### src/ltpb_pkg.sv
// shared types, constants and fixed-point helpers for the lip tint pixel blend
package ltpb_pkg;

	// pipeline depth, input register to output register
	localparam int NUM_STAGES = 12;

	// Q16 fraction that can hold 1.0
	typedef logic [16:0] q_t;

	localparam q_t Q_ONE  = 17'd65536;
	localparam q_t Q_HALF = 17'd32768;

	// register indexes of the write port
	typedef logic [1:0] cfg_idx_t;
	localparam cfg_idx_t REG_TINT_RED   = 2'd0;
	localparam cfg_idx_t REG_TINT_GREEN = 2'd1;
	localparam cfg_idx_t REG_TINT_BLUE  = 2'd2;

	localparam logic [7:0] TINT_RED_RST   = 8'd200;
	localparam logic [7:0] TINT_GREEN_RST = 8'd40;
	localparam logic [7:0] TINT_BLUE_RST  = 8'd60;

	// teeth guard codes and their Q16 factors
	typedef logic [1:0] guard_t;
	localparam guard_t GUARD_NONE   = 2'd0;
	localparam guard_t GUARD_BRIGHT = 2'd1;
	localparam guard_t GUARD_TEETH  = 2'd2;

	localparam q_t GUARD_NONE_VAL   = 17'd65536;
	localparam q_t GUARD_BRIGHT_VAL = 17'd16384;
	localparam q_t GUARD_TEETH_VAL  = 17'd5243;

	// luma weights in Q16
	localparam logic [23:0] LUMA_R = 24'd19595;
	localparam logic [23:0] LUMA_G = 24'd38470;
	localparam logic [23:0] LUMA_B = 24'd7471;

	// luma thresholds in Q16
	localparam logic [23:0] Y_RAMP_LO = 24'd9830400;
	localparam logic [23:0] Y_RAMP_HI = 24'd14090240;
	localparam logic [23:0] Y_TEETH   = 24'd14942208;
	localparam logic [23:0] Y_BRIGHT  = 24'd13893632;
	localparam logic [23:0] Y_DIM     = 24'd12976128;

	// reciprocals for the constant divides (x * m >> s)
	localparam logic [19:0] RECIP_5     = 20'd838861;   // s = 22
	localparam logic [19:0] RECIP_9     = 20'd932068;   // s = 23
	localparam logic [21:0] RECIP_65    = 22'd4129777;  // s = 28
	localparam logic [21:0] RECIP_43    = 22'd3121343;  // s = 27

	localparam q_t SHADE_MIN = 17'd36045;
	localparam q_t SHADE_MAX = 17'd79954;

	localparam q_t SHADOW_GAIN = 17'd53740;
	localparam q_t CONF_BASE   = 17'd31457;
	localparam q_t CONF_GAIN   = 17'd34079;
	localparam q_t CONF_DIM    = 17'd51118;
	localparam q_t CONF_MIN    = 17'd23593;

	typedef struct packed {
		logic [7:0] in_red;
		logic [7:0] in_green;
		logic [7:0] in_blue;
		logic [9:0] blend_amount;
	} pix_in_t;

	typedef struct packed {
		logic [7:0] out_red;
		logic [7:0] out_green;
		logic [7:0] out_blue;
	} pix_out_t;

	// rounded Q16 product of two fractions no larger than 1.0
	function automatic q_t qmul_round(input q_t a, input q_t b);
		logic [33:0] p;
		p = 34'(a) * 34'(b) + 34'(Q_HALF);
		return p[32:16];
	endfunction

endpackage

### src/ltpb_ramp.sv
// two-stage smoothstep polynomial 3t^2 - 2t^3 with edge clamps
module ltpb_ramp (
	input  logic          clk,
	input  logic          en_a,
	input  logic          en_b,
	input  ltpb_pkg::q_t  t,
	input  logic          lo,
	input  logic          hi,
	output ltpb_pkg::q_t  s
);
	import ltpb_pkg::*;

	q_t          t_s3;
	q_t          t2_s3;
	logic        lo_s3;
	logic        hi_s3;
	q_t          s_s4;
	logic [17:0] cubic_w;
	logic [34:0] cubic_p;
	q_t          poly;

	always_ff @(posedge clk) begin
		if (en_a) begin
			t_s3  <= t;
			t2_s3 <= qmul_round(t, t);
			lo_s3 <= lo;
			hi_s3 <= hi;
		end
	end

	always_comb begin
		cubic_w = 18'd196608 - {t_s3, 1'b0};
		cubic_p = 35'(t2_s3) * 35'(cubic_w) + 35'(Q_HALF);
		poly    = cubic_p[32:16];
	end

	always_ff @(posedge clk) begin
		if (en_b) begin
			if (lo_s3) begin
				s_s4 <= '0;
			end else if (hi_s3) begin
				s_s4 <= Q_ONE;
			end else begin
				s_s4 <= poly;
			end
		end
	end

	assign s = s_s4;

endmodule

### config.mk
export PLATFORM = sky130hd
export DESIGN_NAME = ltpb_ramp
export DESIGN_NICKNAME = d
export VERILOG_FILES = /design/src/ltpb_pkg.sv /design/src/ltpb_ramp.sv
export SDC_FILE = /design/constraint.sdc
export NUM_CORES = 1
export LEC_CHECK = 0
export BUFFER_PORTS_ARGS = -buffer_cell sky130_fd_sc_hd__buf_2
export CAP_MARGIN = 10
export CORE_MARGIN = 2
export CORE_UTILIZATION = 61
export DETAILED_ROUTE_END_ITERATION = 7
export PLACE_DENSITY = 0.78
export SETUP_SLACK_MARGIN = 0.05
export SKIP_CTS_REPAIR_TIMING = 1
export SLEW_MARGIN = 20
export SYNTH_ARGS = -nofsm -noshare
export SYNTH_HDL_FRONTEND = slang
export SYNTH_SLANG_ARGS = --single-unit
### constraint.sdc
create_clock -name clk -period 14.9 [get_ports clk]
set_input_delay 2.98 -clock clk [delete_from_list [all_inputs] [get_ports clk]]
set_output_delay 2.98 -clock clk [all_outputs]
set_load 0.05 [all_outputs]
Yosys cells after proc, flatten, opt, wreduce, memory -nomap -nowiden --
Cells that the tools add are included. Widths: inputs -> output; s select.
Storage, ports and cells: flip-flop bits (word level) 53, bits in latches 0, bits in writable memories 0, bits in read-only memories 0, memories kept 0
Operators by class: add/sub/neg operators 3, $mul 2, div/mod/pow operators 0, order comparisons 0, equality and inequality tests 0, shift-type cells 0, mux-type cells 1, bitwise gates (word level) 0, reductions and logical operators 1
Operators with widths (number):
- $add 33x16->33 const B | 2
- $mul 17x17->33 | 1
- $mul 17x18->33 | 1
- $sub 18x18->18 const A | 1
- $mux 17 | 1
- $reduce_or 2->1 | 1

Logic depth before layout (Yosys ltp) --
depth in word-level cells 4, depth in mapped cells 31

Worst setup path after synthesis --
No wires, ideal clock.
path type input -> register, start point input t[4], end point register t2_s3[16] (data pin), setup time 0.260 ns, arrival time 8.321 ns, setup slack 6.318 ns, stages 24, cell sequence clkbuf_1 nand2_1 inv_1 fa_1 inv_1 fa_1 inv_1 fa_1 fa_1 inv_1 fa_1 inv_1 fa_1 ha_1 nand3_1 a211oi_1 o21ai_1 a32oi_2 a41oi_2 o21ai_1 a31oi_1 o21a_1 a311oi_2 xnor2_1
On the way: word-level cells in the longest chain between the ends 2
Ends and longest elaborated chain:
- from (decl) | line ltpb_ramp.sv:6 | input ltpb_pkg::q_t t,
- $mul 17x17->33 | line ltpb_pkg.sv:76 | p = 34'(a) * 34'(b) + 34'(Q_HALF);
- $add 33x16->33 | line ltpb_pkg.sv:76
- to (signal assigned) | line ltpb_ramp.sv:25 | t2_s3 <= qmul_round(t, t);
- to (decl) | line ltpb_ramp.sv:14 | q_t t2_s3;
Every way passes these cells. A chain may end at the register's enable or synchronous reset.

Worst setup path after layout --
start point input t[12], end point register t2_s3[13] (data pin)
Same word-level chain as after synthesis.

==> Flow_metrics.wiki <==
{| class="wikitable"
! Metric !! Value
|-
| Area grow syn2layout || 3.93%
|-
| Vertical die dimension || 179 um
|-
| Number of nets with antenna violations after detailed routing || 0
|-
| Distinct cell type count of the synthesized netlist || 49
|-
| Cell type contributing the most total cell area after synthesis || fa_1
|-
| FF-to-FF Start || t_s3[0]
|-
| Critical path class || in2reg
|-
| Remaining design rule violation count || 0
|-
| Reg2reg end || s[16]
|-
| Uppermost layer routed || met4
|-
| Global route total overflow || 0
|-
| Class of the worst hold path || reg2reg
|-
| Cell repeated most along the worst path || fa_1
|-
| Pin count of the biggest net entering global routing || 37
|-
| Async set or reset register ratio after synthesis || 0%
|-
| Kind of cell adding the most delay to the critical path || adder cells
|-
| Final TNS setup || 0 ns
|-
| Initial core utilization || 61.7%
|-
| Antenna diode instance count || 0
|-
| Minimum period implied by the final worst setup slack || 8.94 ns
|-
| Met1 wire length || 16,400 um
|-
| TritonCTS clock tree || built
|-
| R2r setup slk || 6.52 ns
|-
| Maximum fanout along the worst path || 14
|-
| Number of rows in the core area || 64
|-
| Wire length of the first global-routing pass || 69,500 um
|-
| Port buffer count || 38
|-
| Post-Route Skew || 0.0136 ns
|-
| Achievable clock frequency || 112 MHz
|-
| Synth Net Count || 2,620
|-
| Clock sink total || 53
|-
| Total die area || 32,200 um^2
|-
| Fillers || 2,416
|-
| Arrival time at the worst endpoint || 9.02 ns
|-
| Depth of the CTS H-tree || 2
|-
| Cell at the slowest stage of the critical path || fa_1
|-
| HPWL after detailed placement || 33,200 um
|-
| Total Routed Length || 40,100 um
|-
| Cell count after synthesis || 1,964
|-
| Number of buffers and inverters on the critical path || 6
|-
| Crit end category || flop
|-
| Detailed-routing iteration count for the pre-antenna-repair pass || 5
|-
| Share of cells above drive strength 1 || 3.92%
|-
| Slew of the pin with the lowest slew margin || 0.915 ns
|-
| WHS Endpoint || s[16]
|-
| Die width || 179 um
|-
| Number of pins with negative max-slew slack in the final report || 0
|-
| Total routing resource utilization after global routing || 26.8%
|-
| Via count of the routed design || 12.6k
|-
| Iteration-0 DRC count of the detailed router || 531
|-
| Utilization after layout || 64.1%
|-
| Share of the yosys chip area belonging to registers || 8.48%
|-
| Setup repair after global routing missed its margin || no
|-
| Largest cells by area after synthesis || fa_1 44%, ha_1 15%, inv_1 11%
|-
| Max_slew headroom || 38.7%
|-
| Synthesis-stage register bit count || 53
|-
| Total CTS buffers || 5
|-
| Final weighted congestion of routability-driven global placement || 0.927
|-
| Endpoints failing hold || 0
|-
| CP Cell Sequence || buf_2 > inv_1 > nor2_1 > fa_1 > inv_1 > fa_1 > fa_1 > inv_1 > fa_1 > inv_1 > fa_1 > inv_1 > fa_1 > ha_1 > a211oi_1 > a32oi_2 > a41oi_2 > o21ai_1 > a31oi_1 > a31oi_1 > a21oi_1 > xnor2_1
|-
| Run status || completed
|-
| Maximum buffer depth of the clock tree || 2
|-
| Total core area || 30,400 um^2
|-
| Worst-path clk slew || 0.09 ns
|-
| Count of flip-flops with a built-in enable after synthesis || 53
|-
| Total number of nets in the final design || 2,620
|-
| Detailed-route vias per instance || 5.35
|-
| Vias in the first global route || 14.7k
|-
| CTS Root Buffer Type || clkbuf_16
|-
| Startpoint of the lowest-slack hold path || lo_s3
|-
| Synthesized area || 18,800 um^2
|-
| Required time of the critical path || 14.98 ns
|-
| Mean area per synthesized cell || 9.56 um^2
|-
| Number of warnings issued by yosys || 0
|-
| Highest cell delay on the worst timing path || 0.52 ns
|-
| Skew-Pair Late Insertion Delay || 0.32 ns
|-
| Met3 wire length || 2360 um
|-
| Final critical-path share of the clock period || 60.0%
|-
| Proportion of netlist area held by the largest area contributor || 44.4%
|-
| Average wire per standard cell || 17.0 um
|-
| Maximum Capacitance Violations || 0
|-
| Logic depth of the worst register-to-register path || 26
|-
| Top-Level Pins || 39
|-
| Worst hold stages || 1
|-
| Number of antenna violations at the first check in global routing || 0
|-
| Most frequently used flop master after synthesis || edfxtp_1
|-
| CP Launch Type || input port
|-
| Met2 WL || 20,200 um
|-
| Setup Viol. Count Final || 0
|}
final cells by class:
type | instances | area (um^2) | area share [%]
Timing Repair Buffer | 51 | 288 | 1.48
Sequential cell | 53 | 1590 | 8.16
Multi-Input combinational cell | 1301 | 14900 | 76.4
Clock inverter | 3 | 33.8 | 0.173
Tap cell | 396 | 495 | 2.54
Inverter | 552 | 2070 | 10.6
Clock buffer | 5 | 125 | 0.641
cell usage in the layout (no fill, tap or decap), drive strengths merged, types with 6 or more instances in the layout:
| cell | count |
|---|---|
| o21ai | 16 |
| nor2 | 42 |
| o21a | 6 |
| nor4 | 6 |
| a21oi | 23 |
| nor2b | 8 |
| inv | 552 |
| xnor2 | 34 |
| a31oi | 6 |
| fa | 416 |
| nor3 | 20 |
| buf | 51 |
| edfxtp | 53 |
| and2 | 245 |
| nand3 | 8 |
| xor2 | 25 |
| a21o | 10 |
| ha | 218 |
| nand2 | 176 |
cell usage after synthesis (2+ instances only):
master    count
clkbuf_1     55
buf_1         2
nor2b_1       8
nand2_1     176
a221o_1       2
o21a_1        6
inv_1       552
a21o_1       10
nand2b_1      4
edfxtp_1     53
nand4_1       2
xor2_1       25
and3_1        5
xnor2_1      33
o211ai_1      3
nand3b_1      2
and2_1      245
or2_2         4
nand3_1       8
nor2_1       42
o21ba_2       2
fa_1        416
nor4_1        4
a21oi_1      22
o21ai_1       3
nor3_1       20
and4_1        2
a211oi_1      4
ha_1        218
a31oi_1       6
o21ai_0      12
per-stage QoR:
| step | worst slack [ns] | cell area [um^2] | instances | hold WS, ns |
|---|---|---|---|---|
| floorplan | 6.32 | 18800 | 1964 | 0.541 |
| global placement | 5.86 | 19300 | 2353 | 0.577 |
| detailed placement | 5.71 | 19300 | 2353 | 0.573 |
| CTS | 6.03 | 19500 | 2361 | 0.585 |
| global route | 5.63 | 19500 | 2361 | 0.603 |
| finish | 5.96 | 19500 | 2361 | 0.587 |
flip-flops by register name, summed over array words and instances (netlist names):
signal and flops:
t2_s3 17, s 17, lo_s3 1, hi_s3 1
t_s3 17
metal layers:
layer	track usage, %	vias to the layer above
li1	-	5751
met1	34.1	6415
met2	47.1	368
met3	4.64	95
met4	7.80	0
met5	0	-
how the worst max path moves through the flow:
stage           from         to  slack, ns  cells after the start
2_1_floorplan   t[4]  t2_s3[16]       6.32                     24
3_3_place_gp   t[12]  t2_s3[15]       5.86                     22
3_5_place_dp   t[12]  t2_s3[13]       5.71                     22
4_1_cts        t[12]  t2_s3[13]       6.03                     22
5_1_grt         t[9]  t2_s3[13]       5.63                     22
6_report       t[12]  t2_s3[13]       5.96                     22
logic make-up after synthesis:
family | count (synthesis) | share of synthesized area [%]
and+or+nand+nor | 529 | 14.7
buffers and inverters | 610 | 12.2
xor gates and xnor gates | 59 | 2.79
DFF | 53 | 8.48
adders and majority gates | 634 | 58.9
AOI/OAI and AO/OA | 78 | 2.83
muxes | 1 | 0.0600
Power is left out: the tool's default activity adds up to more than one toggle a clock period on the data nets, which glitch-free logic cannot reach.
