$ cat config.mk
export PLATFORM = sky130hd
export DESIGN_NAME = ltpb_mix
export DESIGN_NICKNAME = d
export VERILOG_FILES = /design/src/ltpb_pkg.sv /design/src/ltpb_mix.sv
export SDC_FILE = /design/constraint.sdc
export NUM_CORES = 2
export LEC_CHECK = 0
export ABC_AREA = 1
export BUFFER_PORTS_ARGS = -buffer_cell sky130_fd_sc_hd__buf_2
export CORE_MARGIN = 4
export CORE_UTILIZATION = 41
export CTS_BUF_LIST = sky130_fd_sc_hd__clkbuf_4 sky130_fd_sc_hd__clkbuf_8 sky130_fd_sc_hd__clkbuf_16
export CTS_CLUSTER_DIAMETER = 120
export CTS_CLUSTER_SIZE = 25
export DETAILED_ROUTE_END_ITERATION = 12
export GPL_TIMING_DRIVEN = 0
export PLACE_DENSITY_LB_ADDON = 0.1
export SYNTH_ARGS = -nofsm -noshare
export SYNTH_HDL_FRONTEND = slang
export SYNTH_SLANG_ARGS = --single-unit
export TNS_END_PERCENT = 100
$ cat constraint.sdc
create_clock -name clk -period 5.69 [get_ports clk]
set_clock_uncertainty 0.15 [all_clocks]
set_input_delay 0.8535 -clock clk [delete_from_list [all_inputs] [get_ports clk]]
set_output_delay 0.8535 -clock clk [all_outputs]
set_load 0.1 [all_outputs]
$ cat src/ltpb_pkg.sv
// shared types, constants and fixed-point helpers for the lip tint pixel blend
package ltpb_pkg;

	// pipeline depth, input register to output register
	localparam int NUM_STAGES = 12;

	// Q16 fraction that can hold 1.0
	typedef logic [16:0] q_t;

	localparam q_t Q_ONE  = 17'd65536;
	localparam q_t Q_HALF = 17'd32768;

	// register indexes of the write port
	typedef logic [1:0] cfg_idx_t;
	localparam cfg_idx_t REG_TINT_RED   = 2'd0;
	localparam cfg_idx_t REG_TINT_GREEN = 2'd1;
	localparam cfg_idx_t REG_TINT_BLUE  = 2'd2;

	localparam logic [7:0] TINT_RED_RST   = 8'd200;
	localparam logic [7:0] TINT_GREEN_RST = 8'd40;
	localparam logic [7:0] TINT_BLUE_RST  = 8'd60;

	// teeth guard codes and their Q16 factors
	typedef logic [1:0] guard_t;
	localparam guard_t GUARD_NONE   = 2'd0;
	localparam guard_t GUARD_BRIGHT = 2'd1;
	localparam guard_t GUARD_TEETH  = 2'd2;

	localparam q_t GUARD_NONE_VAL   = 17'd65536;
	localparam q_t GUARD_BRIGHT_VAL = 17'd16384;
	localparam q_t GUARD_TEETH_VAL  = 17'd5243;

	// luma weights in Q16
	localparam logic [23:0] LUMA_R = 24'd19595;
	localparam logic [23:0] LUMA_G = 24'd38470;
	localparam logic [23:0] LUMA_B = 24'd7471;

	// luma thresholds in Q16
	localparam logic [23:0] Y_RAMP_LO = 24'd9830400;
	localparam logic [23:0] Y_RAMP_HI = 24'd14090240;
	localparam logic [23:0] Y_TEETH   = 24'd14942208;
	localparam logic [23:0] Y_BRIGHT  = 24'd13893632;
	localparam logic [23:0] Y_DIM     = 24'd12976128;

	// reciprocals for the constant divides (x * m >> s)
	localparam logic [19:0] RECIP_5     = 20'd838861;   // s = 22
	localparam logic [19:0] RECIP_9     = 20'd932068;   // s = 23
	localparam logic [21:0] RECIP_65    = 22'd4129777;  // s = 28
	localparam logic [21:0] RECIP_43    = 22'd3121343;  // s = 27

	localparam q_t SHADE_MIN = 17'd36045;
	localparam q_t SHADE_MAX = 17'd79954;

	localparam q_t SHADOW_GAIN = 17'd53740;
	localparam q_t CONF_BASE   = 17'd31457;
	localparam q_t CONF_GAIN   = 17'd34079;
	localparam q_t CONF_DIM    = 17'd51118;
	localparam q_t CONF_MIN    = 17'd23593;

	typedef struct packed {
		logic [7:0] in_red;
		logic [7:0] in_green;
		logic [7:0] in_blue;
		logic [9:0] blend_amount;
	} pix_in_t;

	typedef struct packed {
		logic [7:0] out_red;
		logic [7:0] out_green;
		logic [7:0] out_blue;
	} pix_out_t;

	// rounded Q16 product of two fractions no larger than 1.0
	function automatic q_t qmul_round(input q_t a, input q_t b);
		logic [33:0] p;
		p = 34'(a) * 34'(b) + 34'(Q_HALF);
		return p[32:16];
	endfunction

endpackage

$ cat src/ltpb_mix.sv
// two-stage mix of one channel with the shaded tint, saturated to 8 bits
module ltpb_mix (
	input  logic          clk,
	input  logic          en_a,
	input  logic          en_b,
	input  logic [7:0]    chan,
	input  logic [7:0]    tint,
	input  ltpb_pkg::q_t  shade,
	input  ltpb_pkg::q_t  amt,
	output logic [7:0]    res
);
	import ltpb_pkg::*;

	logic [24:0] keep_s11;
	logic [24:0] tint_sh_s11;
	q_t          amt_s11;
	logic [41:0] mix_sum;
	logic [9:0]  mix_int;
	logic [7:0]  res_s12;

	always_ff @(posedge clk) begin
		if (en_a) begin
			keep_s11    <= 25'(chan) * 25'(Q_ONE - amt);
			tint_sh_s11 <= 25'(tint) * 25'(shade);
			amt_s11     <= amt;
		end
	end

	always_comb begin
		mix_sum = {1'b0, keep_s11, 16'b0} + 42'(tint_sh_s11) * 42'(amt_s11);
		mix_int = mix_sum[41:32];
	end

	always_ff @(posedge clk) begin
		if (en_b) begin
			res_s12 <= (mix_int > 10'd255) ? 8'd255 : mix_int[7:0];
		end
	end

	assign res = res_s12;

endmodule

# ---- After elaboration in Yosys (flattened, before gate mapping)
# Index checks and enable logic that the tools add are counted.
dict set report classes {
  addsub 2
  n_mul 3
  n_lt_le_gt_ge 1
}
# op count
set ops {}
lappend ops {{$add A41 B42 Y42} 1}
lappend ops {{$mul A25 B17 Y42} 1}
lappend ops {{$mul A8 B17 Y25} 1}
lappend ops {{$mul A9 B18 Y25} 1}
lappend ops {{$sub A17 B17 Y18 const A} 1}
lappend ops {{$gt A10 B8 Y1 const B} 1}
dict set report totals {
  regBits 75
  input_bits 53
  out_inout_bits 8
  elab_cells 10
}

# ---- Logic depth before layout (Yosys ltp)
dict set report logic_depth {
  ltp_word 3
  depth_mapped 32
  depth_no_buf 31
}

# ---- Worst setup path after synthesis
# OpenSTA, ideal clock, no wires.
dict set report synth_path {
  kind {input to register}
  from {input amt[0]}
  to {register keep_s11[18] (data pin)}
  setup_time_ns 0.265
  arrival_time_ns 5.466
  required_ns 5.275
  setup_slack_ns -0.191
  cell_stages 28
  n_path_buf 1
  cell_sequence {buf_6 -> inv_1 -> ha_1 -> nor3b_2 -> nand3_2 -> nor2_2 -> inv_2 -> nor2_4 -> nand2_1 -> nand2_1 -> nand2_1 -> inv_1 -> nand2_1 -> fa_1 -> inv_1 -> fa_1 -> inv_1 -> fa_1 -> inv_1 -> fa_1 -> ha_1 -> a21oi_1 -> o21ai_0 -> nand2_1 -> nand3_1 -> a21oi_1 -> o21ai_0 -> xor2_1}
}
dict set report synth_via {
  elab_chain_len 2
}
# element line
set synth_lines {}
lappend synth_lines {{start: declaration} ltpb_mix.sv:9} ;# input ltpb_pkg::q_t amt,
lappend synth_lines {{$sub A17 B17 Y18} ltpb_mix.sv:23} ;# keep_s11 <= 25'(chan) * 25'(Q_ONE - amt);
lappend synth_lines {{$mul A9 B18 Y25} ltpb_mix.sv:23}
lappend synth_lines {{end signal: assignment} ltpb_mix.sv:23}
lappend synth_lines {{end: declaration} ltpb_mix.sv:14} ;# logic [24:0] keep_s11;
# No other way between the ends.
# A chain may end at the register's enable or synchronous reset.

# ---- Worst setup path after layout
dict set report layout_path {
  from {register tint_sh_s11[10]}
  to {register res_s12[6] (netlist: res[6]) (data pin)}
}
dict set report layout_via {
  elab_chain_len 3
}
# element line
set layout_lines {}
lappend layout_lines {{start: declaration} ltpb_mix.sv:15} ;# logic [24:0] tint_sh_s11;
lappend layout_lines {{start signal: assignment} ltpb_mix.sv:24} ;# tint_sh_s11 <= 25'(tint) * 25'(shade);
lappend layout_lines {{$mul A25 B17 Y42 *} ltpb_mix.sv:30} ;# mix_sum = {1'b0, keep_s11, 16'b0} + 42'(tint_sh_s11) * 42'(amt_s11);
lappend layout_lines {{$add A41 B42 Y42 *} ltpb_mix.sv:30}
lappend layout_lines {{$gt A10 B8 Y1} ltpb_mix.sv:36} ;# res_s12 <= (mix_int > 10'd255) ? 8'd255 : mix_int[7:0];
lappend layout_lines {{end signal: assignment} ltpb_mix.sv:36}
lappend layout_lines {{end: declaration} ltpb_mix.sv:19} ;# logic [7:0] res_s12;
# Mark *: on every way between the ends. The rest lies on a longest branch, timed or not.

==> impl_metrics.env <==
export IMPL_synthAdderAreaFrac=0.520
export IMPL_clkSinkCount=75
export IMPL_hp_class="in2reg"
export IMPL_row_count=93
export IMPL_cp_slowest_cell="fa_2"
export IMPL_antenna_left=0
export IMPL_worst_setup_path_type="reg2reg"
export IMPL_cp_start_kind="flop"
export IMPL_start_util=0.416
export IMPL_grt_overflow=0
export IMPL_synthMuxAreaShare=0
export IMPL_synth_cell_types=45
export IMPL_slew_headroom=0.538
export IMPL_path_clk_slew_ns=0.06
export IMPL_path_delay_family="adder cells"
export IMPL_drive_gt1_frac=0.165
export IMPL_yosysWarnings=0
export IMPL_cp_num_buf_inv=7
export IMPL_hold_buffers=0
export IMPL_synth_xor_area_frac=0.0153
export IMPL_drc=0
export IMPL_synth_top_family_by_area="adder cells"
export IMPL_worstPathRequired_ns=5.66
export IMPL_synth_fp_nets=4314
export IMPL_place_congestion=0.891
export IMPL_final_cell_mix="inv_1, nand2_1, fa_1"
export IMPL_critPathCaptureType="flop"
export IMPL_worstPathArrival_ns=5.96
export IMPL_grt_pass1_vias=23100
export IMPL_status="finished, violations left"
export IMPL_clk_latency_ns=0.37
export IMPL_synth_ff_latch_count=75
export IMPL_ys_seq_area_frac=0.0836
export IMPL_grt_max_degree=68
export IMPL_rsz0062_at_grt="yes"
export IMPL_cts_made_buffers=9
export IMPL_fin_crit_ns=5.98
export IMPL_grt_total_usage=0.233
export IMPL_h_tree_depth=3
export IMPL_cts_tree="done"
export IMPL_cp_slowest_stage_delay_ns=0.58
export IMPL_num_fill_cells=6475
export IMPL_synthArstFlopShare=0
export IMPL_die_y_um=264
export IMPL_violations="negative setup slack"
export IMPL_grt_pass1_wl_mm=127
export IMPL_antenna_found_initial=0
export IMPL_crit_top_cell="fa_1"
export IMPL_synth_edf_count=75
export IMPL_maxSlewViolCount=0
export IMPL_syn_area_per_cell_um2=7.74
export IMPL_fin_nets=4479
export IMPL_yosys_top_cells_area="fa_1, inv_1, nand2_1, ha_1, edfxtp_1"
export IMPL_cts_root_buf="clkbuf_16"
export IMPL_synth_area_leader_cell="fa_1"
export IMPL_worst_slew_pin_slew_ns=0.693
export IMPL_crit_chain="clkbuf_8 > buf_4 > nand2_2 > fa_1 > inv_1 > fa_1 > fa_1 > fa_1 > fa_1 > inv_1 > fa_2 > inv_2 > ha_4 > buf_4 > nand2_1 > nor2_2 > inv_1 > nor3_1 > nand3_1 > nand3_1 > nand2_1 > nand2_1 > nand2_1"
export IMPL_synth_top_cell_area_share=0.421
export IMPL_post_route_util=0.490
export IMPL_final_setup_worst_slack_ns=-0.294
export IMPL_area_delta_synth_final_pct=17.8
export IMPL_synth_simple_gate_area_frac=0.179
export IMPL_dr_pass1_iters=5
export IMPL_ios=61
export IMPL_synth_area_um2=26900
export IMPL_die_width_um=264
export IMPL_vias=21500
export IMPL_viasPerCell=4.77
export IMPL_wire_per_inst_um=17.6
export IMPL_timing_hold_violations_final=0
export IMPL_multiInputGateArea_um2=21500
export IMPL_clock_tree_buffer_depth=2
export IMPL_core_area_um2=64800
export IMPL_place_hpwl_mm=65.1
export IMPL_final_common_cell="inv_1"
export IMPL_synth_main_ff_cell="edfxtp_1"
export IMPL_setup_viol=10
export IMPL_cp_max_fo=6
export IMPL_syn_inst=3481
export IMPL_register_area_um2=2250
export IMPL_synth_compound_area_frac=0.0307
export IMPL_wl_mm=79.3
export IMPL_fmax_ghz=0.167
export IMPL_port_buffer_count=32
export IMPL_period_share=1.05
export IMPL_die_area_um2=69900
export IMPL_diodes=0
export IMPL_drt_iter0_drc=1231
export IMPL_cap_violations=0
## metrics by stage
stage                     worst slack, ns  TNS, ns  cells  area (um^2)  hold slack [ns]
final                              -0.294    -2.28   4506        31700            0.538
after CTS                          -0.339    -2.60   4467        30700            0.551
after floorplan                   -0.0391  -0.0744   3481        27100            0.802
after global routing               -0.545    -5.75   4506        31700            0.516
after detailed placement            -1.49   -22.73   4369        28400            0.949
after global placement              -1.47   -22.08   4368        28300            0.949
## cell families (layout without fill, tap and decap cells)
family,count (synthesis),in the layout
DFF,75,75
and+or+nand+nor,1208,1208
adders and majority gates,780,780
buffers and inverters,1228,1398
xor gates and xnor gates,47,47
AOI/OAI and AO/OA,143,143
## sequential cells by signal, indices dropped and copies added, names as in the netlist
register     flops
amt_s11         17
res              8
keep_s11        25
tint_sh_s11     25
## cells in the mapped netlist, types with 4 or more instances
cell type,n
and2_1,4
nand2_1,912
nand3_1,58
ha_1,213
xor2_1,28
nor4_1,7
o21ai_1,4
a21o_1,8
nor3_1,15
o21ai_0,24
inv_1,1079
nor2_4,4
nand4_1,12
nand3_2,4
clkbuf_1,143
fa_1,567
edfxtp_1,75
a21oi_1,75
xnor2_1,19
nor2_1,169
o21bai_1,14
nand3b_1,5
nand2_2,7
## path summary, 6_finish.rpt
path | slack, ns | startpoint | to | cells past startpoint
worst max register to register | -0.29 | tint_sh_s11[10] | res[6] | 23
worst min register to register | 0.99 | keep_s11[16] | res[1] | 5
worst min-delay path | 0.54 | amt[1] | amt_s11[1] | 1
worst max-delay path | -0.29 | tint_sh_s11[10] | res[6] | 23
## layer usage
layer | global-route usage | part of all wire | up-vias
met5 | 0 | 0 | -
met4 | 0.0941 | 0.049 | 0
met3 | 0.0319 | 0.054 | 134
met2 | 0.394 | 0.47 | 487
met1 | 0.305 | 0.43 | 10700
li1 | - | - | 10200
## cell type report
class	count	share of cell area
multi-input cells	2178	0.679
flip-flops and latches	75	0.0709
inverters	1083	0.129
clock inverters	7	0.00185
clock buffers	9	0.00709
well taps	855	0.0337
repair buffers	195	0.0520
plain buffers	104	0.0269
## what timing repair did
item / CTS / global route
buffers inserted: 122 / 40
gates resized for setup: 327 / 242
cloned: 1 / 2
pin swaps: 145 / 159
setup endpoints to repair: 22 / 30
Power is not shown: default switching activity piles up to over one toggle a cycle in this logic, so the estimate is an artifact.
