**config.mk**
```make
export PLATFORM = sky130hd
export DESIGN_NAME = ltpb_pipe_ctrl
export DESIGN_NICKNAME = d
export VERILOG_FILES = /design/src/ltpb_pkg.sv /design/src/ltpb_pipe_ctrl.sv
export SDC_FILE = /design/constraint.sdc
export NUM_CORES = 1
export LEC_CHECK = 0
export ABC_AREA = 1
export CAP_MARGIN = 10
export CORE_MARGIN = 3
export CORE_UTILIZATION = 30
export CTS_BUF_LIST = sky130_fd_sc_hd__clkbuf_2 sky130_fd_sc_hd__clkbuf_4 sky130_fd_sc_hd__clkbuf_8
export DETAILED_ROUTE_END_ITERATION = 16
export DONT_BUFFER_PORTS = 1
export REMOVE_ABC_BUFFERS = 1
export SLEW_MARGIN = 5
export SYNTH_ARGS = -nofsm -noshare
export SYNTH_HDL_FRONTEND = slang
export SYNTH_SLANG_ARGS = --single-unit
```
**constraint.sdc**
```tcl
create_clock -name clk -period 1.71 [get_ports clk]
set_clock_uncertainty 0.15 [all_clocks]
set_input_delay 0.0855 -clock clk [delete_from_list [all_inputs] [get_ports clk]]
set_output_delay 0.0855 -clock clk [all_outputs]
set_load 0.03 [all_outputs]
```
**src/ltpb_pkg.sv**
```systemverilog
// shared types, constants and fixed-point helpers for the lip tint pixel blend
package ltpb_pkg;

	// pipeline depth, input register to output register
	localparam int NUM_STAGES = 12;

	// Q16 fraction that can hold 1.0
	typedef logic [16:0] q_t;

	localparam q_t Q_ONE  = 17'd65536;
	localparam q_t Q_HALF = 17'd32768;

	// register indexes of the write port
	typedef logic [1:0] cfg_idx_t;
	localparam cfg_idx_t REG_TINT_RED   = 2'd0;
	localparam cfg_idx_t REG_TINT_GREEN = 2'd1;
	localparam cfg_idx_t REG_TINT_BLUE  = 2'd2;

	localparam logic [7:0] TINT_RED_RST   = 8'd200;
	localparam logic [7:0] TINT_GREEN_RST = 8'd40;
	localparam logic [7:0] TINT_BLUE_RST  = 8'd60;

	// teeth guard codes and their Q16 factors
	typedef logic [1:0] guard_t;
	localparam guard_t GUARD_NONE   = 2'd0;
	localparam guard_t GUARD_BRIGHT = 2'd1;
	localparam guard_t GUARD_TEETH  = 2'd2;

	localparam q_t GUARD_NONE_VAL   = 17'd65536;
	localparam q_t GUARD_BRIGHT_VAL = 17'd16384;
	localparam q_t GUARD_TEETH_VAL  = 17'd5243;

	// luma weights in Q16
	localparam logic [23:0] LUMA_R = 24'd19595;
	localparam logic [23:0] LUMA_G = 24'd38470;
	localparam logic [23:0] LUMA_B = 24'd7471;

	// luma thresholds in Q16
	localparam logic [23:0] Y_RAMP_LO = 24'd9830400;
	localparam logic [23:0] Y_RAMP_HI = 24'd14090240;
	localparam logic [23:0] Y_TEETH   = 24'd14942208;
	localparam logic [23:0] Y_BRIGHT  = 24'd13893632;
	localparam logic [23:0] Y_DIM     = 24'd12976128;

	// reciprocals for the constant divides (x * m >> s)
	localparam logic [19:0] RECIP_5     = 20'd838861;   // s = 22
	localparam logic [19:0] RECIP_9     = 20'd932068;   // s = 23
	localparam logic [21:0] RECIP_65    = 22'd4129777;  // s = 28
	localparam logic [21:0] RECIP_43    = 22'd3121343;  // s = 27

	localparam q_t SHADE_MIN = 17'd36045;
	localparam q_t SHADE_MAX = 17'd79954;

	localparam q_t SHADOW_GAIN = 17'd53740;
	localparam q_t CONF_BASE   = 17'd31457;
	localparam q_t CONF_GAIN   = 17'd34079;
	localparam q_t CONF_DIM    = 17'd51118;
	localparam q_t CONF_MIN    = 17'd23593;

	typedef struct packed {
		logic [7:0] in_red;
		logic [7:0] in_green;
		logic [7:0] in_blue;
		logic [9:0] blend_amount;
	} pix_in_t;

	typedef struct packed {
		logic [7:0] out_red;
		logic [7:0] out_green;
		logic [7:0] out_blue;
	} pix_out_t;

	// rounded Q16 product of two fractions no larger than 1.0
	function automatic q_t qmul_round(input q_t a, input q_t b);
		logic [33:0] p;
		p = 34'(a) * 34'(b) + 34'(Q_HALF);
		return p[32:16];
	endfunction

endpackage

```
**src/ltpb_pipe_ctrl.sv**
```systemverilog
// valid bits and per-stage load enables of the blend pipeline
module ltpb_pipe_ctrl (
	input  logic                              clk,
	input  logic                              arst_n,
	input  logic                              in_valid,
	output logic                              in_ready,
	output logic                              out_valid,
	input  logic                              out_ready,
	output logic [ltpb_pkg::NUM_STAGES-1:0]   stage_en
);
	import ltpb_pkg::*;

	logic [NUM_STAGES-1:0] valid_q;
	logic [NUM_STAGES-1:0] valid_nxt;

	// a stage loads when it is empty or its request moves on
	always_comb begin
		stage_en[NUM_STAGES-1] = !valid_q[NUM_STAGES-1] || out_ready;
		for (int i = NUM_STAGES - 2; i >= 0; i--) begin
			stage_en[i] = !valid_q[i] || stage_en[i+1];
		end
	end

	assign valid_nxt = {valid_q[NUM_STAGES-2:0], in_valid};

	always_ff @(posedge clk or negedge arst_n) begin
		if (!arst_n) begin
			valid_q <= '0;
		end else begin
			for (int i = 0; i < NUM_STAGES; i++) begin
				if (stage_en[i]) begin
					valid_q[i] <= valid_nxt[i];
				end
			end
		end
	end

	assign in_ready  = stage_en[0];
	assign out_valid = valid_q[NUM_STAGES-1];

endmodule

```
Yosys cells after proc, flatten, opt, wreduce, memory -nomap -nowiden
Index checks and enable logic that the tools add are counted.
Widths: inputs -> output; s select.
{"block": "totals", "out_inout_bits": 14, "word_cells": 36, "reg_bits": 12}
{"block": "op_classes", "reduce_logical": 24}
{"op": "$logic_not 1->1", "count": 12}
{"op": "$logic_or 1x1->1", "count": 12}

Logic depth before layout (Yosys ltp)
Gate-level depths: netlist (run 1).
{"block": "depth", "depth_word": 13, "ltp_mapped": 7, "ltp_nobuf": 7}

Worst setup path after synthesis (run 1)
OpenSTA, ideal clock, no wires.
{"block": "synth_path", "path_kind": "reg-to-output", "start": "register valid_q[11]", "end": "output stage_en[0] (netlist bit)", "setup_slack_ns": -0.481, "stages_incl_launch_ff": 7, "arrival_ns": 1.955, "cell_sequence": "dfrtp_1 > nand4_4 > nor3_4 > nand4_4 > nor2_4 > nand4_2 > buf_4"}
{"block": "synth_via", "elab_chain_len": 13}
{"element": "start: declaration", "line": "ltpb_pipe_ctrl.sv:13", "text": "logic [NUM_STAGES-1:0] valid_q;"}
{"element": "start signal: indexed assignment", "line": "ltpb_pipe_ctrl.sv:32", "text": "valid_q[i] <= valid_nxt[i];"}
{"element": "$logic_not 1->1", "line": "ltpb_pipe_ctrl.sv:18", "text": "stage_en[NUM_STAGES-1] = !valid_q[NUM_STAGES-1] || out_ready;"}
{"element": "$logic_or 1x1->1", "line": "ltpb_pipe_ctrl.sv:18"}
{"element": "$logic_or 1x1->1 (2 in a row)", "line": "ltpb_pipe_ctrl.sv:20", "text": "stage_en[i] = !valid_q[i] || stage_en[i+1];"}
{"element": "via stage_en (one bit)", "line": "ltpb_pipe_ctrl.sv:9", "text": "output logic [ltpb_pkg::NUM_STAGES-1:0] stage_en"}
{"element": "$logic_or 1x1->1 (5 in a row)", "line": "ltpb_pipe_ctrl.sv:20"}
{"element": "via stage_en (one bit)", "line": "ltpb_pipe_ctrl.sv:9"}
{"element": "$logic_or 1x1->1 (4 in a row)", "line": "ltpb_pipe_ctrl.sv:20"}
{"element": "end: declaration", "line": "ltpb_pipe_ctrl.sv:9"}
The timed path passes the listed nets, and every way through them passes these cells.

Worst setup path after layout (run 1)
{"block": "layout_path", "start": "register valid_q[10]", "end": "output stage_en[0] (netlist bit)"}
{"block": "layout_via", "elab_chain_len": 12}
{"element": "$logic_not 1->1", "line": "ltpb_pipe_ctrl.sv:20"}
{"element": "$logic_or 1x1->1 (11 in a row)", "line": "ltpb_pipe_ctrl.sv:20"}
Every way passes these cells.

==> summary.txt, run 1 <==
Outcome
  – Status: finished, violations left
  – Failing checks: setup timing

Yosys
  – Distinct cells, synth: 12
  – Largest family of logic cells by synthesized area: simple AND/OR/NAND/NOR gates
  – Simple-gate share of the synthesized area: 0.314
  – Adder and majority cell fraction of the synthesized area: 0
  – Post-synthesis mux area share: 0
  – Register area share after synthesis: 0.566
  – Cell area after synthesis: 531 µm²
  – Post-Synth XOR/XNOR Area: 0
  – Flops & latches, synth: 12
  – Synth warn: 0
  – Mean post-synth cell area: 10.2 µm²
  – Cells after Synth: 52
  – Compound-cell area share of the yosys netlist: 0

Clocking
  – Later-pin clock latency in the skew report: 270 ps
  – CTS sink cnt: 12
  – Clock root buffer: clkbuf_4
  – H-tree depth: 1
  – Total CTS buffers: 3
  – Clock Path Buffers: 2
  – CTS tree: yes
  – Clk pin slew, worst setup/hold paths: 80 ps

Timing
  – Final Max Tran Viols: 0
  – Tcrit/Tclk final: 1.05
  – Final setup vio count: 7
  – Final TNS setup: -408 ps
  – Setup WS post-layout: -83.8 ps
  – Fin crit period: 1790 ps
  – Hold Vio Cnt, Final: 0
  – Fmax: 557 MHz
  – Slew margin rel.: 0.641
  – RSZ-0062 raised after global routing: true
  – Worst slew pin tran: 537 ps

Worst setup path
  – Worst EP required: 1470 ps
  – Top cell by count, worst path: nand4_4
  – WP data arrival: 1560 ps
  – Startpoint class of the critical path: flop
  – Worst Path Buf+Inv: 1
  – Nature of the critical path endpoint: output port
  – Crit-path slowest cell: dfrtp_1
  – CP Cell Sequence: nand4_4 > nor3_4 > nand4_4 > nor2_4 > nand4_4 > buf_12
  – Worst stage delay on the critical path: 390 ps
  – Largest delay share family, worst path: simple AND/OR/NAND/NOR gates
  – Critical Path Fanout Max: 4
  – Critical path class: reg2out

Layout
  – Area Growth Syn to Fin: 48.1%
  – Final Core Density: 0.498
  – Final Cell Area: 786 µm²
  – Max reg flops: 12
  – Top flop regs: valid_q x12
  – Layout cells sized above 1: 0.432
  – # fillers: 149
  – Largest Register: valid_q
  – N_diodes: 0
  – Nets: 79

Die
  – Die area: 0.00231 mm²
  – Initial Util: 0.337
  – Total I/O pin count: 18
  – Die width: 48.1 µm
  – Site Rows: 14
  – Total core area: 0.00158 mm²
  – Chip Height: 48.1 µm

Placed design
  – DPL Wire Length: 670 µm
  – Placed Area: 623 µm²
  – Worst slack at placement: 130 ps
  – Port bufs: 0
  – Gpl congestion: 0.654

GRT
  – Global-route wire length before repair: 1590 µm
  – Initial antenna violation count: 0
  – Grt total ovfl: 0
  – GRT busiest layer: met2
  – M3 GR Usage: 0.0414
  – Vias in the first global route: 368
  – Pin count of the biggest net entering global routing: 13
  – Met1 GRT Util: 0.114
  – GRT Util Overall: 0.102
  – Routing usage on met2: 0.169

Drt
  – Vias: 381
  – Drt total wl: 1010 µm
  – Drt via density: 4.23
  – Final ANT Viol Nets: 0
  – Wirelength per Cell: 11.3 µm
  – Final routed DRC violation total: 0
  – DRT Pass-1 Iters: 1
  – Initial DRC Count: 0

Worst hold path
  – Worst Hold Class: in2async

Power
  – Leak pwr: 0.400 nW
  – Final Power: 1.15 mW
  – Pwr dens: 1460 mW/mm²
  – Peak supply drop: 680 µV

Job
  – Max-cap violation count: 0
## power breakdown
part | internal (mW) | switching, mW
sequential | 0.341 | 0.0531
combinational | 0.220 | 0.313
clock | 0.129 | 0.0945
## worst paths after layout
| path | start | endpoint | slack (ps) | depth (start not counted) |
|---|---|---|---|---|
| worst min register to register | valid_q[3]$_DFFE_PN0P_ | valid_q[4]$_DFFE_PN0P_ | 330 | 2 |
| min in group clk | out_ready | valid_q[9]$_DFFE_PN0P_ | 80 | 4 |
| worst max-delay path | valid_q[10]$_DFFE_PN0P_ | stage_en[0] | -80 | 6 |
| worst max register to register | valid_q[10]$_DFFE_PN0P_ | valid_q[4]$_DFFE_PN0P_ | 200 | 7 |
| worst min-delay path | arst_n | valid_q[7]$_DFFE_PN0P_ | 80 | 1 |
| max in group asynchronous | arst_n | valid_q[1]$_DFFE_PN0P_ | 970 | 1 |
## final cells by class
type	instances	area, µm²	share of cell area
sequential	12	300	0.382
inverter	15	58.8	0.0748
tap	16	20.0	0.0255
clock buffer	4	36.3	0.0462
multi-input combinational	24	185	0.236
timing repair buffer	19	185	0.236
## through the flow
step | hold WS [ps] | instances
3_3_place_gp | -360 | 76
4_1_cts | 76.5 | 89
2_1_floorplan | -360 | 51
3_5_place_dp | -360 | 76
5_1_grt | 106 | 90
6_report | 80.1 | 90
## what timing repair did
item / in CTS / in global routing
resized for setup: 13 / 1
hold endpoints to repair: 14 / 0
endpoints found under the setup margin: 6 / 9
pin swaps: 1 / 1
setup buffers: 6 / 2
hold buffers: 3 / 0
cloned: 0 / 0
## kinds of logic (layout without fill, tap and decap cells)
group | count (synthesis) | count (layout)
flops | 12 | 12
simple gates | 24 | 24
buf+inv | 16 | 38
## routing by layer
layer / share of wire / vias up
met5: 0 / -
met2: 0.54 / 11
met4: 0 / 0
li1: - / 196
met1: 0.39 / 174
met3: 0.060 / 0
## worst reg2reg max path: cells and delay by family, from the launching register on
family                 cells  cell delay [ps]
buffers and inverters      3              430
flip-flops                 1              390
AND/OR/NAND/NOR            4              490
## layout by cell type (no fill, tap or decap)
cell,netlist,layout
buf_12,0,1
buf_4,1,9
buf_6,0,6
clkbuf_4,0,3
clkbuf_8,0,1
dfrtp_1,12,12
dlygate4sd3_1,0,3
inv_1,15,13
inv_2,0,1
inv_4,0,1
nand2_1,13,12
nand2_2,0,1
nand3_1,1,1
nand3_2,1,1
nand4_4,2,3
nor2_1,2,1
nor2_4,1,2
nor3_4,1,1
or2_2,2,2
## synthesized netlist by cell type
library cell	n	area, µm²
nor2_4	1	11.3
nand3_1	1	5.00
nand2_1	13	48.8
nor3_4	1	16.3
or2_2	2	12.5
dfrtp_1	12	300
buf_4	1	7.51
nand4_4	2	42.5
nand4_2	1	12.5
inv_1	15	56.3
nor2_1	2	7.51
nand3_2	1	10.0
(Power assumes the default switching activity.)
==> inputs of run 2 (changes only) <==
--- a/config.mk
+++ b/config.mk
@@ -7,11 +7,13 @@
 export LEC_CHECK = 0
 export ABC_AREA = 1
 export CAP_MARGIN = 10
+export CORE_ASPECT_RATIO = 0.8
 export CORE_MARGIN = 3
 export CORE_UTILIZATION = 30
 export CTS_BUF_LIST = sky130_fd_sc_hd__clkbuf_2 sky130_fd_sc_hd__clkbuf_4 sky130_fd_sc_hd__clkbuf_8
 export DETAILED_ROUTE_END_ITERATION = 16
 export DONT_BUFFER_PORTS = 1
+export MAX_ROUTING_LAYER = met4
 export REMOVE_ABC_BUFFERS = 1
 export SLEW_MARGIN = 5
 export SYNTH_ARGS = -nofsm -noshare
==> run 2 against run 1 <==
The flow still finishes with violations (setup timing); routed wire length decreased by 3.0%; non-clock buffer count decreased by 4; critical path depth unchanged; die area grew 0.14%; sequential share of layout area increased by 2.2 points; global-route usage decreased by 0.47 points; clock-buffer cell count did not move; sequential power is essentially flat; utilization down 0.83 points.
==> summary.txt, run 2 (synthesis gave the netlist of run 1 again) <==
Worst setup path
  – WP data arrival: 1570 ps (about the same)
  – Top cell by count, worst path: nand4_4
  – Critical Path Fanout Max: 5 (+1)
  – Crit-path slowest cell: dfrtp_1
  – FF-to-FF path depth: 7 (unchanged)
  – Worst stage delay on the critical path: 400 ps (about the same)
  – WP depth: 6 (unchanged)
  – Nature of the critical path endpoint: output port
  – CP Cell Sequence: nand4_4 > nor3_4 > nand4_4 > nor2_4 > nand4_4 > buf_12
  – Largest delay share family, worst path: simple AND/OR/NAND/NOR gates
  – Critical path class: reg2out
  – R2r endpoint: valid_q[1]$_DFFE_PN0P_
  – RR Startpoint: valid_q[10]$_DFFE_PN0P_
  – CP startpoint: valid_q[10]$_DFFE_PN0P_
  – Startpoint class of the critical path: flop
  – Critical path capture point: stage_en[0]
  – Worst Path Buf+Inv: 1 (unchanged)
  – Worst EP required: 1470 ps (about the same)
  – R2R setup slack: 200 ps (about the same)

Placed design
  – Worst slack at placement: 147 ps (+17.5 ps)
  – Gpl congestion: 0.680 (+3.9%)
  – DPL Wire Length: 711 µm (+6.2%)
  – Port bufs: 0 (unchanged)

Timing
  – Final TNS setup: -379 ps (+28.9 ps)
  – Worst slew pin tran: 548 ps (+11.8 ps)
  – Fin crit period: 1800 ps (+10.3 ps)
  – Slew margin rel.: 0.633 (-0.00786)
  – Fmax: 554 MHz (-0.57%)
  – Tcrit/Tclk final: 1.06 (+0.00605)
  – RSZ-0062 raised after global routing: true
  – Setup WS post-layout: -94.1 ps (-10.3 ps)
  – Final setup vio count: 5 (-2)
  – Final Max Tran Viols: 0 (unchanged)
  – Hold Vio Cnt, Final: 0 (unchanged)

GRT
  – GRT Util Overall: 0.0977 (-0.00472)
  – Global-route wire length before repair: 1480 µm (-7.3%)
  – Grt total ovfl: 0 (unchanged)
  – Initial antenna violation count: 0 (unchanged)
  – Pin count of the biggest net entering global routing: 13 (unchanged)
  – Vias in the first global route: 328 (-11%)

Drt
  – Final ANT Viol Nets: 0 (unchanged)
  – Initial DRC Count: 3 (+3)
  – DRT Pass-1 Iters: 2 (+1)
  – Drt via density: 4.03 (-4.7%)
  – Wirelength per Cell: 10.8 µm (-4.0%)
  – Vias: 367 (-3.7%)
  – Final routed DRC violation total: 0 (unchanged)
  – Drt total wl: 984 µm (-3.0%)

Die
  – Initial Util: 0.350 (+0.0133)
  – Chip Height: 43.6 µm (-9.2%)
  – Die area: 0.00231 mm² (+0.14%)
  – Total core area: 0.00152 mm² (-3.8%)
  – Die width: 53.0 µm (+10%)
  – Total I/O pin count: 18 (unchanged)
  – Site Rows: 12 (-2)

Clocking
  – Clk pin slew, worst setup/hold paths: 70 ps (about the same)
  – H-tree depth: 1 (unchanged)
  – Total CTS buffers: 3 (unchanged)
  – Clock root buffer: clkbuf_4
  – CTS tree: yes
  – Clock Path Buffers: 2 (unchanged)
  – CTS sink cnt: 12 (unchanged)
  – Later-pin clock latency in the skew report: 270 ps (about the same)

Layout
  – Nets: 75 (-5.1%)
  – Max reg flops: 12 (unchanged)
  – Area Growth Syn to Fin: 40.1%
  – # fillers: 150 (+0.67%)
  – Largest Register: valid_q
  – N_diodes: 0 (unchanged)
  – Layout cells sized above 1: 0.386 (-0.0467)
  – Most common cell after layout, fill and taps aside: inv_1
  – Most frequent cells in the layout: 14 x inv_1, 13 x nand2_1, 12 x dfrtp_1
  – Top flop regs: valid_q x12

Power
  – Pwr dens: 1430 mW/mm² (-2.0%)
  – Leak pwr: 0.378 nW (-5.7%)
  – Peak supply drop: 786 µV (+16%)

Worst hold path
  – Worst Hold Class: in2async

Outcome
  – Failing checks: setup timing
  – Status: finished, violations left

Job
  – Max-cap violation count: 0 (unchanged)
[run 2: power by group]
part	internal, mW	leakage [nW]	switching [mW]
clock	0.129	0.0210	0.0941
sequential	0.341	0.121	0.0505
combinational	0.160	0.236	0.291
[run 2: worst min path at each step]
stage,endpoint,slack (ps),cells after the start
6_report,valid_q[9]$_DFFE_PN0P_,80,1
5_1_grt,valid_q[6]$_DFFE_PN0P_,100,1
4_1_cts,valid_q[8]$_DFFE_PN0P_,90,1
3_5_place_dp,valid_q[8]$_DFFE_PN0P_,-360,0
3_3_place_gp,valid_q[8]$_DFFE_PN0P_,-360,0
2_1_floorplan,valid_q[0]$_DFFE_PN0P_,-360,0
[run 2: final cells by class]
class / instances / area (µm²) / share of cell area
multi-input combinational: 24 / 183 / 0.246
sequential: 12 / 300 / 0.404
tap: 21 / 26.3 / 0.0354
timing repair buffer: 15 / 141 / 0.190
clock buffer: 4 / 36.3 / 0.0488
inverter: 15 / 56.3 / 0.0758
[run 2: what timing repair did]
action | 4_1_cts | 5_1_grt
hold endpoints to repair | 13 | 0
gates resized for setup | 5 | 2
cloned | 0 | 0
buffers inserted | 3 | 2
setup endpoints to repair | 6 | 7
hold buffers | 2 | 0
pin swaps | 0 | 0
[run 2: routing by layer]
| metal | global-route usage | wire length [µm] | vias to the layer above |
|---|---|---|---|
| li1 | - | - | 188 |
| met2 | 0.136 | 456 | 16 |
| met1 | 0.104 | 425 | 163 |
| met4 | 0.0306 | 0 | 0 |
| met5 | - | 0 | - |
| met3 | 0.0790 | 102 | 0 |
[run 2: per-stage QoR]
stage,util,hold WS (ps),power [mW],cell area (µm²),cells
floorplan,-,-360,0.686,523,51
global placement,0.410,-360,0.782,622,80
detailed placement,0.410,-360,0.785,622,80
CTS,0.477,92.5,1.07,723,89
global route,0.490,98.1,1.13,743,91
finish,0.490,83.8,1.07,743,91
==> inputs of run 3 (changes only) <==
==> constraint.sdc (replaced) <==
create_clock -name clk -period 1.71 [get_ports clk]
set_clock_uncertainty 0.15 [all_clocks]
set_input_delay 0.171 -clock clk [delete_from_list [all_inputs] [get_ports clk]]
set_output_delay 0.171 -clock clk [all_outputs]
set_load 0.03 [all_outputs]
==> run 3 against run 2 <==
The run still ends with setup timing left; hold slack gained 85 ps; critical path depth stayed put; die area unchanged; critical path type unchanged; largest cell class unchanged.
==> summary.txt, run 3 (synthesis gave the netlist of run 1 again) <==
Layout
  – Most common cell after layout, fill and taps aside: inv_1
  – N_diodes: 0 (unchanged)
  – Final Cell Area: 741 µm² (-0.34%)
  – Nets: 74 (-1.3%)
  – Largest Register: valid_q
  – Multi-input logic area: 193 µm² (+5.5%)
  – Top flop regs: valid_q x12
  – Most frequent cells in the layout: 13 x inv_1, 12 x nand2_1, 12 x dfrtp_1
  – # fillers: 143 (-4.7%)
  – Layout cells sized above 1: 0.397 (+0.0113)
  – Area Growth Syn to Fin: 39.6%
  – Sequential Area: 300 µm² (unchanged)
  – Max reg flops: 12 (unchanged)
  – Final Core Density: 0.488 (-0.00165)

Drt
  – Top Metal Used: met3
  – Wirelength per Cell: 10.1 µm (-6.4%)
  – Final routed DRC violation total: 0 (unchanged)
  – Vias: 372 (+1.4%)
  – Initial DRC Count: 4 (+1)
  – Met2 wire len: 440 µm (-3.5%)
  – DRT Pass-1 Iters: 4 (+2)
  – M1 WL: 335 µm (-21%)
  – Drt total wl: 901 µm (-8.4%)
  – WL met3: 124 µm (+22%)
  – Final ANT Viol Nets: 0 (unchanged)
  – Drt via density: 4.18 (+3.6%)

Outcome
  – Status: finished, violations left
  – Failing checks: setup timing

Die
  – Die width: 53.0 µm (unchanged)
  – Total I/O pin count: 18 (unchanged)
  – Die area: 0.00231 mm² (unchanged)
  – Site Rows: 12 (unchanged)
  – Total core area: 0.00152 mm² (unchanged)
  – Initial Util: 0.350 (unchanged)
  – Chip Height: 43.6 µm (unchanged)

GRT
  – Global-route wire length before repair: 1540 µm (+4.2%)
  – Initial antenna violation count: 0 (unchanged)
  – GRT Util Overall: 0.103 (+0.00507)
  – Vias in the first global route: 348 (+6.1%)
  – Grt total ovfl: 0 (unchanged)
  – Pin count of the biggest net entering global routing: 13 (unchanged)

Power
  – Comb pwr share: 0.470 (+0.047)
  – Internal power: 616 µW (-2.4%)
  – Pwr dens: 1430 mW/mm² (-0.10%)
  – Peak supply drop: 763 µV (-2.8%)
  – Part of the power in registers: 0.375 (+0.008)
  – Switch share: 0.420 (+0.0117)
  – Leak pwr: 0.370 nW (-2.1%)
  – Switch Pwr: 446 µW (+2.4%)
  – Clock share of power: 0.156 (-0.054)

Clocking
  – CTS sink cnt: 12 (unchanged)
  – Clock Path Buffers: 2 (unchanged)
  – Clk pin slew, worst setup/hold paths: 70 ps (about the same)
  – H-tree depth: 1 (unchanged)
  – Clock root buffer: clkbuf_4
  – Total CTS buffers: 3 (unchanged)
  – Later-pin clock latency in the skew report: 260 ps (about the same)
  – CTS tree: yes

Timing
  – Fin crit period: 1860 ps (+59.3 ps)
  – Tcrit/Tclk final: 1.09 (+0.0347)
  – Hold Vio Cnt, Final: 0 (unchanged)
  – Setup WS post-layout: -153 ps (-59.3 ps)
  – Final Max Tran Viols: 0 (unchanged)
  – Worst slew pin tran: 526 ps (-22.8 ps)
  – RSZ-0062 raised after global routing: true
  – Fmax: 537 MHz (-3.2%)
  – Final setup vio count: 7 (+2)
  – Slew margin rel.: 0.648 (+0.0153)

Worst setup path
  – Worst stage delay on the critical path: 390 ps (about the same)
  – Critical path class: reg2out
  – Top cell by count, worst path: nand4_4
  – Worst EP required: 1390 ps (-80 ps)
  – Crit-path slowest cell: dfrtp_1
  – Startpoint class of the critical path: flop
  – Nature of the critical path endpoint: output port
  – Critical Path Fanout Max: 5 (unchanged)
  – WP data arrival: 1540 ps (-30 ps)
  – R2R setup slack: 150 ps (-50 ps)
  – CP Cell Sequence: nand4_4 > nor3_4 > nand4_4 > nor2_4 > nand4_4 > buf_12

Job
  – Max-cap violation count: 0 (unchanged)

Placed design
  – DPL Wire Length: 606 µm (-15%)
  – Port bufs: 0 (unchanged)
  – Gpl congestion: 0.675 (-0.71%)
  – Placed Area: 614 µm² (-1.2%)

Worst hold path
  – Worst Hold Class: in2async
-- run 3: cell count changes in the layout (fill, tap and decap cells not counted), sizes merged --
cell,before,now
buf,13,12
clkbuf,4,3
-- run 3: worst max-delay path, delay by kind of cell, from the launching register on --
kind	cells	cell delay (ps)
buffers and inverters	1	180
and+or+nand+nor	5	700
DFF	1	390
-- run 3: repair_timing --
item                                   in CTS  in global routing
buffers inserted                            4                  1
resized for setup                          10                  3
hold buffers                                2                  0
setup endpoints to repair                   7                  8
pin swaps                                   1                  1
endpoints found under the hold margin      13                  0
-- run 3: path summary, 6_finish.rpt --
path	startpoint	endpoint	cells after the start
hold reg to reg	valid_q[7]$_DFFE_PN0P_	valid_q[8]$_DFFE_PN0P_	2
setup / recovery	valid_q[10]$_DFFE_PN0P_	stage_en[0]	6
max in group asynchronous	arst_n	valid_q[4]$_DFFE_PN0P_	1
hold / removal	arst_n	valid_q[6]$_DFFE_PN0P_	1
setup reg to reg	valid_q[10]$_DFFE_PN0P_	valid_q[1]$_DFFE_PN0P_	7
min in group clk	out_ready	valid_q[9]$_DFFE_PN0P_	4
-- run 3: metrics by stage --
step,setup TNS [ps],hold WS [ps],setup slack (ps),instances,power (mW)
global placement,0,-274,83.3,79,0.776
detailed placement,0,-274,80.1,79,0.778
finish,-794,169,-153,89,1.06
global route,-1780,191,-308,89,1.14
CTS,-879,171,-172,88,1.04
floorplan,-3430,-275,-502,51,0.686
-- run 3: final cells by class --
| class | count | share of cell area |
|---|---|---|
| sequential | 12 | 0.405 |
| tap | 21 | 0.0355 |
| clock buffer | 3 | 0.0304 |
| inverter | 15 | 0.0828 |
| multi-input combinational | 24 | 0.260 |
| timing repair buffer | 14 | 0.186 |
-- run 3: per-layer routing --
metal / global-route usage / vias to the layer above
met5: - / -
met4: 0.0306 / 0
met3: 0.0928 / 0
met2: 0.149 / 17
met1: 0.0998 / 171
li1: - / 184
-- run 3: power groups by stage --
stage	clock network, mW	logic [mW]	registers (mW)
2_1_floorplan	0	0.296	0.390
3_3_place_gp	0	0.380	0.395
3_5_place_dp	0	0.381	0.397
4_1_cts	0.175	0.471	0.397
5_1_grt	0.195	0.542	0.404
6_report	0.165	0.499	0.398
